`src/rtl/core/bblur3_pkg.sv`:
```
// Package: shared types, constants and the reciprocal table of the box blur core.
`timescale 1ns / 1ps
package bblur3_pkg;

    localparam int DEF_MAX_WIDTH  = 1024;
    localparam int DEF_MAX_HEIGHT = 4096;

    localparam int FW_W       = 11;
    localparam int FH_W       = 13;
    localparam int CFG_DATA_W = 13;

    localparam logic [FW_W-1:0] FRAME_WIDTH_RST  = 11'd640;
    localparam logic [FH_W-1:0] FRAME_HEIGHT_RST = 13'd480;

    // Queue between front and back
    localparam int QDEPTH = 4;
    localparam int QPW    = $clog2(QDEPTH);

    // Rounded mean: q = (num * recip) >> RECIP_SHIFT, exact for num < 2^13
    localparam int RECIP_SHIFT = 18;
    localparam int RECIP_W     = 18;
    localparam int NUM_W       = 13;
    localparam int SUM_W       = 12;
    localparam int COL_SUM_W   = 10;

    typedef enum logic {
        REG_FRAME_WIDTH  = 1'b0,
        REG_FRAME_HEIGHT = 1'b1
    } cfg_index_t;

    // red in [23:16], green in [15:8], blue in [7:0]
    typedef logic [23:0] pix_t;

    typedef struct packed {
        logic       valid;
        logic [2:0] col_mask;   // bit0 two left, bit1 one left, bit2 current column
        logic [2:0] row_mask;   // bit0 top, bit1 middle, bit2 bottom
        logic       flast;
    } job_t;

    // Window pixels: index col*3 + row
    typedef struct packed {
        pix_t [8:0] pix;
        job_t [3:0] job;
    } q_entry_t;

    // ceil(2^18 / (2*cnt))
    function automatic logic [RECIP_W-1:0] recip(input logic [3:0] cnt);
        logic [RECIP_W-1:0] r;
        unique case (cnt)
            4'd1:    r = 18'd131071 + 18'd1;
            4'd2:    r = 18'd65536;
            4'd3:    r = 18'd43691;
            4'd4:    r = 18'd32768;
            4'd5:    r = 18'd26215;
            4'd6:    r = 18'd21846;
            4'd7:    r = 18'd18725;
            4'd8:    r = 18'd16384;
            4'd9:    r = 18'd14564;
            default: r = 18'd131071 + 18'd1;
        endcase
        return r;
    endfunction

endpackage

```
`src/rtl/core/bblur3_queue.sv`:
```
// Job queue between front and back end.
`timescale 1ns / 1ps
module bblur3_queue (
    input  logic                 aclk,
    input  logic                 aresetn,
    input  logic                 push,
    input  bblur3_pkg::q_entry_t push_entry,
    output logic                 q_full,
    input  logic                 pop,
    output bblur3_pkg::q_entry_t head_entry,
    output logic                 q_empty
);

    bblur3_pkg::q_entry_t       mem_reg [bblur3_pkg::QDEPTH];
    logic [bblur3_pkg::QPW-1:0] wr_ptr_reg, rd_ptr_reg;
    logic [bblur3_pkg::QPW:0]   count_reg;

    assign q_full     = (count_reg == (bblur3_pkg::QPW+1)'(bblur3_pkg::QDEPTH));
    assign q_empty    = (count_reg == '0);
    assign head_entry = mem_reg[rd_ptr_reg];

    always_ff @(posedge aclk) begin
        if (push) begin
            mem_reg[wr_ptr_reg] <= push_entry;
        end
    end

    always_ff @(posedge aclk) begin
        if (!aresetn) begin
            wr_ptr_reg <= '0;
            rd_ptr_reg <= '0;
            count_reg  <= '0;
        end else begin
            if (push) begin
                wr_ptr_reg <= wr_ptr_reg + bblur3_pkg::QPW'(1);
            end
            if (pop) begin
                rd_ptr_reg <= rd_ptr_reg + bblur3_pkg::QPW'(1);
            end
            if (push && !pop) begin
                count_reg <= count_reg + (bblur3_pkg::QPW+1)'(1);
            end else if (pop && !push) begin
                count_reg <= count_reg - (bblur3_pkg::QPW+1)'(1);
            end
        end
    end

endmodule

```
`config.mk`:
```
export PLATFORM = sky130hd
export DESIGN_NAME = bblur3_queue
export DESIGN_NICKNAME = d
export VERILOG_FILES = /design/src/rtl/core/bblur3_pkg.sv /design/src/rtl/core/bblur3_queue.sv
export SDC_FILE = /design/constraint.sdc
export NUM_CORES = 1
export LEC_CHECK = 0
export BUFFER_PORTS_ARGS = -buffer_cell sky130_fd_sc_hd__clkbuf_2
export CAP_MARGIN = 25
export CORE_MARGIN = 3
export CORE_UTILIZATION = 57
export CTS_CLUSTER_DIAMETER = 100
export DETAILED_ROUTE_END_ITERATION = 16
export PLACE_DENSITY = 0.79
export SYNTH_ARGS = -nofsm -noshare
export SYNTH_HDL_FRONTEND = slang
export SYNTH_SLANG_ARGS = --single-unit
```
`constraint.sdc`:
```
create_clock -name aclk -period 8.5 [get_ports aclk]
set_input_delay 1.7 -clock aclk [delete_from_list [all_inputs] [get_ports aclk]]
set_output_delay 1.7 -clock aclk [all_outputs]
set_load 0.02 [all_outputs]
```
==> results.sh <==
export IMPL_synth_area_mm2=0.03645
export IMPL_synthSimpleGateAreaFrac=0.002505
export IMPL_finClkSkew_ns=0.02077
export IMPL_dp_hpwl_um=43330
export IMPL_period_share=0.5689
export IMPL_rows=92
export IMPL_drv_cap=0
export IMPL_period_minus_slack_ns=4.836
export IMPL_drc=0
export IMPL_critPathLaunchType="register"
export IMPL_io_buffer_count=501
export IMPL_yosysWarnings=0
export IMPL_vias=16507
export IMPL_cts_hold_buf=0
export IMPL_setup_viol=0
export IMPL_slew_headroom=0.2514
export IMPL_synthXorXnorAreaFrac=0.001201
export IMPL_synth_compound_area_share=0.0003432
export IMPL_synthMuxAreaShare=0.1538
export IMPL_crit_fanout=111
export IMPL_post_dp_cell_area_mm2=0.03959
export IMPL_yosysTopAreaCell="edfxtp_1"
export IMPL_postCtsSetupRepairBufs=0
export IMPL_start_util=0.5769
export IMPL_synth_top_family_by_area="multiplexers"
export IMPL_layout_common_cells="992 x edfxtp_1, 501 x clkbuf_2, 248 x mux4_2"
export IMPL_fmax_mhz=206.8
export IMPL_status="completed"
export IMPL_synth_top_area_frac=0.8171
export IMPL_r2r_slack_ns=6.04
export IMPL_hold_path_class="register to register"
export IMPL_total_power_w=0.01128
export IMPL_yosysUniqueCellTypes=22
export IMPL_syn_avg_cell_area_um2=27.23
export IMPL_cp_endpoint="head_entry[172]"
export IMPL_grt_pass1_vias=17610
export IMPL_die_h_um=258.9
export IMPL_grt_max_degree=145
export IMPL_vdd_drop_max_mv=0.2620
export IMPL_hold_viol=0
export IMPL_path_class="register to output port"
export IMPL_layout_nets=2154
export IMPL_final_common_cell="edfxtp_1"
export IMPL_drt_iter0_markers=1435
export IMPL_clockBufferDepth=3
export IMPL_syn_inst=1339
export IMPL_drtAntennaViolNets=0
export IMPL_cts_tree="yes"
export IMPL_core_area_mm2=0.06320
export IMPL_cts_num_sinks=1001
export IMPL_finalCoreUtilization=0.6801
export IMPL_die_w_um=258.9
export IMPL_p_per_area_mw_per_mm2=262.4
export IMPL_yosysSeqAreaShare=0.8221
export IMPL_worstMarginPinSlew_ns=1.123
export IMPL_cp_data_required_time_ns=6.80
export IMPL_cp_data_arrival_time_ns=3.14
export IMPL_grt_ovfl_total=0
export IMPL_fin_area_mm2=0.04298
export IMPL_grt_usage=0.2281
export IMPL_antenna_found_initial=19
export IMPL_reg2reg_depth=3
export IMPL_wl_per_cell_um=26.84
export IMPL_cts_root_buf="clkbuf_16"
export IMPL_cts_htree_levels=3
export IMPL_ys_ff_latch=1001
export IMPL_cts_resized=0
export IMPL_die_area_mm2=0.06703
export IMPL_syn_nets=1597
export IMPL_drt_wl_total_um=76060
export IMPL_drive_gt1_frac=0.4615
export IMPL_clkLatencyLatePin_ns=0.64
export IMPL_power_leakage_nw=14.47
export IMPL_io_pins=502
export IMPL_slew_viol_final=0
export IMPL_r2r_end="mem_reg[3][231]$_DFFE_PP_"
export IMPL_first_pass_iters=5
export IMPL_clk_pin_slew_ns=0.06
export IMPL_largest_reg_flops=992
export IMPL_rsz0062_at_grt="no"
export IMPL_reg2reg_from="wr_ptr_reg[0]$_SDFFE_PN0P_"
export IMPL_place_congestion=0.7684
export IMPL_cts_buffers=95
export IMPL_synth_area_leaders="edfxtp_1 82%, mux4_2 15%, buf_12 1.2%, dfxtp_1 0.49%, buf_2 0.33%"
export IMPL_syn_to_final_growth_pct=17.90
export IMPL_synth_adder_area_share=0.002265
export IMPL_fin_setup_tns_ns=0
export IMPL_viasPerCell=5.825
export IMPL_grt_pass1_wl_um=112600
export IMPL_crit_path_end_kind="output port"
-- metal layers --
metal  vias to the layer above  share of wire  track usage  wire length (um)
li1                       6975              -            -                 -
met1                      8657           0.36       0.2918             27180
met2                       705           0.52       0.3711             39390
met3                       156          0.091      0.07170              6909
met4                        14          0.033      0.08801              2480
met5                         -         0.0012     0.002193                95
-- how the worst min path moves through the flow --
| stage | startpoint | end | slack [ns] | cells past startpoint |
|---|---|---|---|---|
| floorplan | count_reg[2]$_SDFFE_PN0P_ | count_reg[2]$_SDFFE_PN0P_ | 0.47 | 2 |
| global placement | count_reg[2]$_SDFFE_PN0P_ | count_reg[2]$_SDFFE_PN0P_ | 0.49 | 2 |
| detailed placement | count_reg[2]$_SDFFE_PN0P_ | count_reg[2]$_SDFFE_PN0P_ | 0.54 | 2 |
| CTS | count_reg[2]$_SDFFE_PN0P_ | count_reg[2]$_SDFFE_PN0P_ | 0.56 | 2 |
| global route | count_reg[2]$_SDFFE_PN0P_ | count_reg[2]$_SDFFE_PN0P_ | 0.59 | 2 |
| finish | count_reg[2]$_SDFFE_PN0P_ | count_reg[2]$_SDFFE_PN0P_ | 0.54 | 2 |
-- synth_stat cells --
cell type,instances
nor3_1,1
edfxtp_1,992
buf_4,2
ha_1,5
mux2i_1,2
mux4_2,248
nand2_1,1
fa_1,1
buf_12,22
dfxtp_1,9
nor3b_1,1
buf_6,4
xor2_1,3
o21ai_0,1
xnor2_1,2
and2_1,9
buf_2,24
a21boi_0,1
nor2b_1,2
inv_1,4
clkbuf_1,4
or3_1,1
-- area by class of cell --
class                           count  area (um^2)
Antenna cell                       14        35.03
Clock buffer                      110         2476
Clock inverter                     65        794.5
Fill cell                        3754        20210
Inverter                            4        15.01
Multi-Input combinational cell    278         5846
Sequential cell                  1001        29980
Tap cell                          846         1059
Timing Repair Buffer              516         2780
-- stage by stage --
step	cells	hold WS [ns]	worst slack (ns)
final	2834	0.5430	3.664
after global placement	2642	0.4868	4.212
after CTS	2817	0.5571	3.558
after detailed placement	2642	0.5400	4.243
after floorplan	1339	0.4724	0.5534
after global routing	2829	0.5936	3.374
-- critical path, cell delays in order, from the launching register on --
cell and delay [ns]:
dfxtp_4 0.80, buf_12 0.71, mux4_2 0.65, clkbuf_2 0.19
-- logic make-up after synthesis --
| family | Yosys count |
|---|---|
| flops | 1001 |
| xor+xnor | 5 |
| mux | 250 |
| fa+ha+maj | 6 |
| compound gates | 2 |
| simple gates | 15 |
| buf+inv | 60 |
-- power by group --
group / internal [W] / leakage [nW] / switching, W / total, W
Combinational: 0.000451 / 3.70 / 0.000722 / 0.00117
Clock: 0.00259 / 1.58 / 0.00176 / 0.00435
Sequential: 0.00568 / 9.19 / 0.0000777 / 0.00576
(Power assumes the default switching activity.)
