## config.mk

```make
export PLATFORM = sky130hd
export DESIGN_NAME = bblur3_back
export DESIGN_NICKNAME = d
export VERILOG_FILES = /design/src/rtl/core/bblur3_pkg.sv /design/src/rtl/core/bblur3_back.sv
export SDC_FILE = /design/constraint.sdc
export NUM_CORES = 2
export LEC_CHECK = 0
export ABC_CLOCK_PERIOD_IN_PS = 18000
export BUFFER_PORTS_ARGS = -buffer_cell sky130_fd_sc_hd__buf_2
export CAP_MARGIN = 5
export CORE_MARGIN = 2
export CORE_UTILIZATION = 60
export CTS_BUF_LIST = sky130_fd_sc_hd__clkbuf_16
export DETAILED_ROUTE_END_ITERATION = 12
export GPL_TIMING_DRIVEN = 0
export HOLD_SLACK_MARGIN = 0.03
export PLACE_DENSITY_LB_ADDON = 0.1
export SYNTH_ARGS = -nofsm -noshare
export SYNTH_HDL_FRONTEND = slang
export SYNTH_SLANG_ARGS = --single-unit
```

## constraint.sdc

```tcl
create_clock -name aclk -period 18 [get_ports aclk]
set_input_delay 1.8 -clock aclk [delete_from_list [all_inputs] [get_ports aclk]]
set_output_delay 1.8 -clock aclk [all_outputs]
set_load 0.03 [all_outputs]
```

## src/rtl/core/bblur3_pkg.sv

```systemverilog
// Package: shared types, constants and the reciprocal table of the box blur core.
`timescale 1ns / 1ps
package bblur3_pkg;

    localparam int DEF_MAX_WIDTH  = 1024;
    localparam int DEF_MAX_HEIGHT = 4096;

    localparam int FW_W       = 11;
    localparam int FH_W       = 13;
    localparam int CFG_DATA_W = 13;

    localparam logic [FW_W-1:0] FRAME_WIDTH_RST  = 11'd640;
    localparam logic [FH_W-1:0] FRAME_HEIGHT_RST = 13'd480;

    // Queue between front and back
    localparam int QDEPTH = 4;
    localparam int QPW    = $clog2(QDEPTH);

    // Rounded mean: q = (num * recip) >> RECIP_SHIFT, exact for num < 2^13
    localparam int RECIP_SHIFT = 18;
    localparam int RECIP_W     = 18;
    localparam int NUM_W       = 13;
    localparam int SUM_W       = 12;
    localparam int COL_SUM_W   = 10;

    typedef enum logic {
        REG_FRAME_WIDTH  = 1'b0,
        REG_FRAME_HEIGHT = 1'b1
    } cfg_index_t;

    // red in [23:16], green in [15:8], blue in [7:0]
    typedef logic [23:0] pix_t;

    typedef struct packed {
        logic       valid;
        logic [2:0] col_mask;   // bit0 two left, bit1 one left, bit2 current column
        logic [2:0] row_mask;   // bit0 top, bit1 middle, bit2 bottom
        logic       flast;
    } job_t;

    // Window pixels: index col*3 + row
    typedef struct packed {
        pix_t [8:0] pix;
        job_t [3:0] job;
    } q_entry_t;

    // ceil(2^18 / (2*cnt))
    function automatic logic [RECIP_W-1:0] recip(input logic [3:0] cnt);
        logic [RECIP_W-1:0] r;
        unique case (cnt)
            4'd1:    r = 18'd131071 + 18'd1;
            4'd2:    r = 18'd65536;
            4'd3:    r = 18'd43691;
            4'd4:    r = 18'd32768;
            4'd5:    r = 18'd26215;
            4'd6:    r = 18'd21846;
            4'd7:    r = 18'd18725;
            4'd8:    r = 18'd16384;
            4'd9:    r = 18'd14564;
            default: r = 18'd131071 + 18'd1;
        endcase
        return r;
    endfunction

endpackage

```

## src/rtl/core/bblur3_back.sv

```systemverilog
// Back: masked sums, rounded mean by reciprocal; one result per cycle if ready.
`timescale 1ns / 1ps
module bblur3_back (
    input  logic                 aclk,
    input  logic                 aresetn,
    input  bblur3_pkg::q_entry_t head_entry,
    input  logic                 q_empty,
    output logic                 pop,
    output logic                 m_tvalid,
    input  logic                 m_tready,
    output logic [23:0]          m_tdata,
    output logic                 m_tlast,
    output logic                 m_tuser
);

    logic                  en, issue, is_last;
    logic [3:0]            vld, remaining, pick, done_reg;
    bblur3_pkg::job_t      sel;
    logic [bblur3_pkg::COL_SUM_W-1:0] col_sum [3][3];
    logic [bblur3_pkg::SUM_W-1:0]     tot [3];
    logic [1:0]            n_cols, n_rows;
    logic [3:0]            cnt;

    logic                            b1_valid_reg, b1_last_reg, b1_flast_reg;
    logic [bblur3_pkg::NUM_W-1:0]    num_reg [3];
    logic [bblur3_pkg::RECIP_W-1:0]  recip_reg;
    logic [bblur3_pkg::NUM_W+bblur3_pkg::RECIP_W-1:0] prod [3];

    logic        m_valid_reg, m_last_reg, m_user_reg;
    logic [23:0] m_data_reg;

    assign en = !m_valid_reg || m_tready;

    always_comb begin
        for (int i = 0; i < 4; i++) begin
            vld[i] = head_entry.job[i].valid;
        end
        remaining = vld & ~done_reg;
        pick      = remaining & (~remaining + 4'd1);
        is_last   = (remaining & ~pick) == 4'd0;
        issue     = en && !q_empty;
        pop       = issue && is_last;

        sel = '0;
        for (int i = 0; i < 4; i++) begin
            if (pick[i]) begin
                sel = sel | head_entry.job[i];
            end
        end

        n_cols = 2'(sel.col_mask[0]) + 2'(sel.col_mask[1]) + 2'(sel.col_mask[2]);
        n_rows = 2'(sel.row_mask[0]) + 2'(sel.row_mask[1]) + 2'(sel.row_mask[2]);
        cnt    = 4'(n_cols) * 4'(n_rows);

        // ch 0 red, 1 green, 2 blue; k column, r row
        for (int ch = 0; ch < 3; ch++) begin
            for (int k = 0; k < 3; k++) begin
                col_sum[ch][k] = '0;
                for (int r = 0; r < 3; r++) begin
                    if (sel.row_mask[r]) begin
                        col_sum[ch][k] = col_sum[ch][k] +
                            bblur3_pkg::COL_SUM_W'(head_entry.pix[k*3+r][23-8*ch -: 8]);
                    end
                end
            end
            tot[ch] = '0;
            for (int k = 0; k < 3; k++) begin
                if (sel.col_mask[k]) begin
                    tot[ch] = tot[ch] + bblur3_pkg::SUM_W'(col_sum[ch][k]);
                end
            end
        end
    end

    always_ff @(posedge aclk) begin
        if (!aresetn) begin
            done_reg <= '0;
        end else if (issue) begin
            done_reg <= is_last ? 4'd0 : (done_reg | pick);
        end
    end

    // Sum stage
    always_ff @(posedge aclk) begin
        if (!aresetn) begin
            b1_valid_reg <= 1'b0;
        end else if (en) begin
            b1_valid_reg <= issue;
        end
    end

    always_ff @(posedge aclk) begin
        if (en) begin
            for (int ch = 0; ch < 3; ch++) begin
                num_reg[ch] <= {tot[ch], 1'b0} + bblur3_pkg::NUM_W'(cnt);
            end
            recip_reg    <= bblur3_pkg::recip(cnt);
            b1_last_reg  <= is_last;
            b1_flast_reg <= sel.flast;
        end
    end

    // Divide stage feeding the output register
    always_comb begin
        for (int ch = 0; ch < 3; ch++) begin
            prod[ch] = (bblur3_pkg::NUM_W+bblur3_pkg::RECIP_W)'(num_reg[ch]) *
                       (bblur3_pkg::NUM_W+bblur3_pkg::RECIP_W)'(recip_reg);
        end
    end

    always_ff @(posedge aclk) begin
        if (!aresetn) begin
            m_valid_reg <= 1'b0;
        end else if (en) begin
            m_valid_reg <= b1_valid_reg;
        end
    end

    always_ff @(posedge aclk) begin
        if (en) begin
            for (int ch = 0; ch < 3; ch++) begin
                m_data_reg[8*ch +: 8] <= prod[ch][bblur3_pkg::RECIP_SHIFT +: 8];
            end
            m_last_reg <= b1_last_reg;
            m_user_reg <= b1_flast_reg;
        end
    end

    assign m_tvalid = m_valid_reg;
    assign m_tdata  = m_data_reg;
    assign m_tlast  = m_last_reg;
    assign m_tuser  = m_user_reg;

endmodule

```

==> metrics.txt <==
worst hold endpoint m_tuser; CTS max path bufs 2; Synth Warn # 0; Worst path max stage delay 0.75 ns; final setup TNS 0 ns; CP Buf/Inv Count 7; Crit Path Max Fanout 10; simple-gate portion of the synthesized area 0.180; Syn Area/Cell 8.36 um^2; Synth Area in Adders 0.448; sequential share of the synthesized area 0.0769; first-pass GRT wire length 159 mm; Yosys cell types 99; worst min path class flop to flop; CTS Hold Bufs 0; reg2reg end num_reg[0][38]; Clock Skew 0.0127 ns; most used cell, CP clkbuf_1; routed vias 29,400; multiplexer area fraction after synthesis 0.0145; vias in the first global route 30,000; WP data arrival 11.46 ns; wirelength, routed 102 mm; I/O Pins 280; flops & latches, synth 89; die area 58,500 um^2; placed instance area 36,300 um^2; Final WS setup 6.75 ns; detailed placement HPWL 86.5 mm; Worst path top cell family by delay compound AO/OA/AOI/OAI gates; Clock Tree Root clkbuf_16; crit path capture type flop; worst r2r src done_reg[0]; max-slew violations 0; Iter 0 DRT Violations 2,022; min Tclk post-route 11.25 ns; DR WL/cell 20.0 um; Starting Density 0.605; Worst-Margin Slew 0.994 ns; Via density 5.75; leak pwr 17.6 nW; GP Congestion 1.00; post-synth top area share 0.312; number of synthesized flops with an enable pin 83; Crit path required time 18.21 ns; most frequent cells in the layout 647 x inv_1, 635 x nand2_1, 530 x fa_1; Worst Hold Depth 0; P&R area growth vs syn 7.82%; commonest non-fill, non-tap cell in the layout inv_1; Die H 242 um; IO buf count 271; CTS tree built; maxcap violations 0; DRC 0; final net count 5,495; fraction of layout cells with a size suffix above 1 0.0871; fraction of registers with async set/reset 0; post-synthesis net count 5,212; crit path kind input port to flop; cells on worst reg2reg path 35; Fin. Hold Viols 0; core area 56,200 um^2; area of the multi-input gates 28,100 um^2; pwr dens 197 nW/um^2; Post-Syn Instances 4,064; Antenna Violating Nets Remaining 0; H-tree depth 3; setup bufs post-CTS 0; worst skew pair latency 0.38 ns; Die W 242 um; Rows 87; final-layout fill cell count 5,036; Post-CTS Resized 0; RSZ-0062 raised after global routing false; main combinational cell family by area after synthesis adder cells; fin crit share 0.625; hold_sp b1_flast_reg; top post-synthesis cells by area fa_1 31%, ha_1 13%, edfxtp_1 7.3%; synthesized area 34,000 um^2; status finished, final reports clean; CTS buffer count 9; initial antenna violation count 4; R2R Setup Slk 7.82 ns; Yosys top cell by area fa_1; First-pass DRT Iterations 6; Setup Slack @ Placement 6.60 ns; total grt overflow 0; Slowest-stage cell, CP clkbuf_1; Clock Pin Slew Worst Setup and Hold Paths 0.08 ns; maximum number of pins on one net before global-route repair 72; Synth Flop Type edfxtp_1; max reg flops 37; TritonCTS Sinks 89; Slew HR 0.337; Max Freq 0.0889 GHz; post-synthesis compound-gate area fraction 0.130; GRT Total Usage 0.352; Synth Area in XOR/XNOR 0.0557; Finish-stage setup viols 0; post-route cell area 36,600 um^2; Critical Path Source Type input port; peak supply drop 0.000187 V; Register Area 2610 um^2
routing by layer:
layer	routed length (um)	global-route usage	up-vias
met5	0	0	-
met4	7110	0.212	0
met3	6190	0.0322	302
met2	51200	0.631	1143
met1	37600	0.408	14300
li1	-	-	13600
power by group:
group	leakage (nW)	internal, W	switching (W)
Sequential	0.963	0.000449	0.0000671
Combinational	16.5	0.00259	0.00389
Clock	0.157	0.000107	0.0000995
cells in the mapped netlist, types with 27 or more instances:
| library cell | n |
|---|---|
| inv_1 | 648 |
| nand2_1 | 635 |
| fa_1 | 530 |
| ha_1 | 366 |
| and2_1 | 260 |
| a21oi_1 | 184 |
| clkbuf_1 | 177 |
| nor2_1 | 165 |
| xnor2_1 | 153 |
| o21ai_0 | 152 |
| edfxtp_1 | 83 |
| xor2_1 | 63 |
| a21o_1 | 61 |
| nor2b_1 | 41 |
| nand2b_1 | 36 |
| o21bai_1 | 35 |
| nor3_1 | 31 |
| mux2_2 | 27 |
| o31ai_1 | 27 |
stage by stage:
stage          hold slack (ns)  cells  power (W)   util
2_1_floorplan            0.400   4064    0.00529      -
3_3_place_gp             0.404   5091    0.00678  0.646
3_5_place_dp             0.408   5092    0.00695  0.646
4_1_cts                  0.429   5108    0.00721  0.652
5_1_grt                  0.434   5111    0.00814  0.652
6_report                 0.424   5111    0.00720  0.652
cell families after synthesis:
| logic type | Yosys count |
|---|---|
| adder cells (fa/ha/maj) | 900 |
| XOR/XNOR | 216 |
| buffers and inverters | 849 |
| AO/OA/AOI/OAI | 668 |
| AND/OR/NAND/NOR | 1296 |
| flip-flops | 89 |
| multiplexers | 46 |
worst max-delay path by stage:
stage | start | endpoint | cells after the start
final | head_entry[15] | num_reg[0][38] | 36
after global routing | head_entry[15] | num_reg[0][24] | 40
after CTS | head_entry[15] | num_reg[0][38] | 39
after detailed placement | head_entry[15] | num_reg[0][38] | 39
after global placement | head_entry[15] | num_reg[0][38] | 39
after floorplan | head_entry[17] | num_reg[0][10] | 34
final cells by class:
class,instances,area share
Sequential cell,89,0.0713
Clock buffer,10,0.00683
Multi-Input combinational cell,3126,0.768
Tap cell,756,0.0258
Timing Repair Buffer,272,0.0378
Buffer,197,0.0212
Inverter,652,0.0669
Antenna cell,3,0.000205
Clock inverter,6,0.00178
Note: power is estimated with default switching activity, not from simulation.
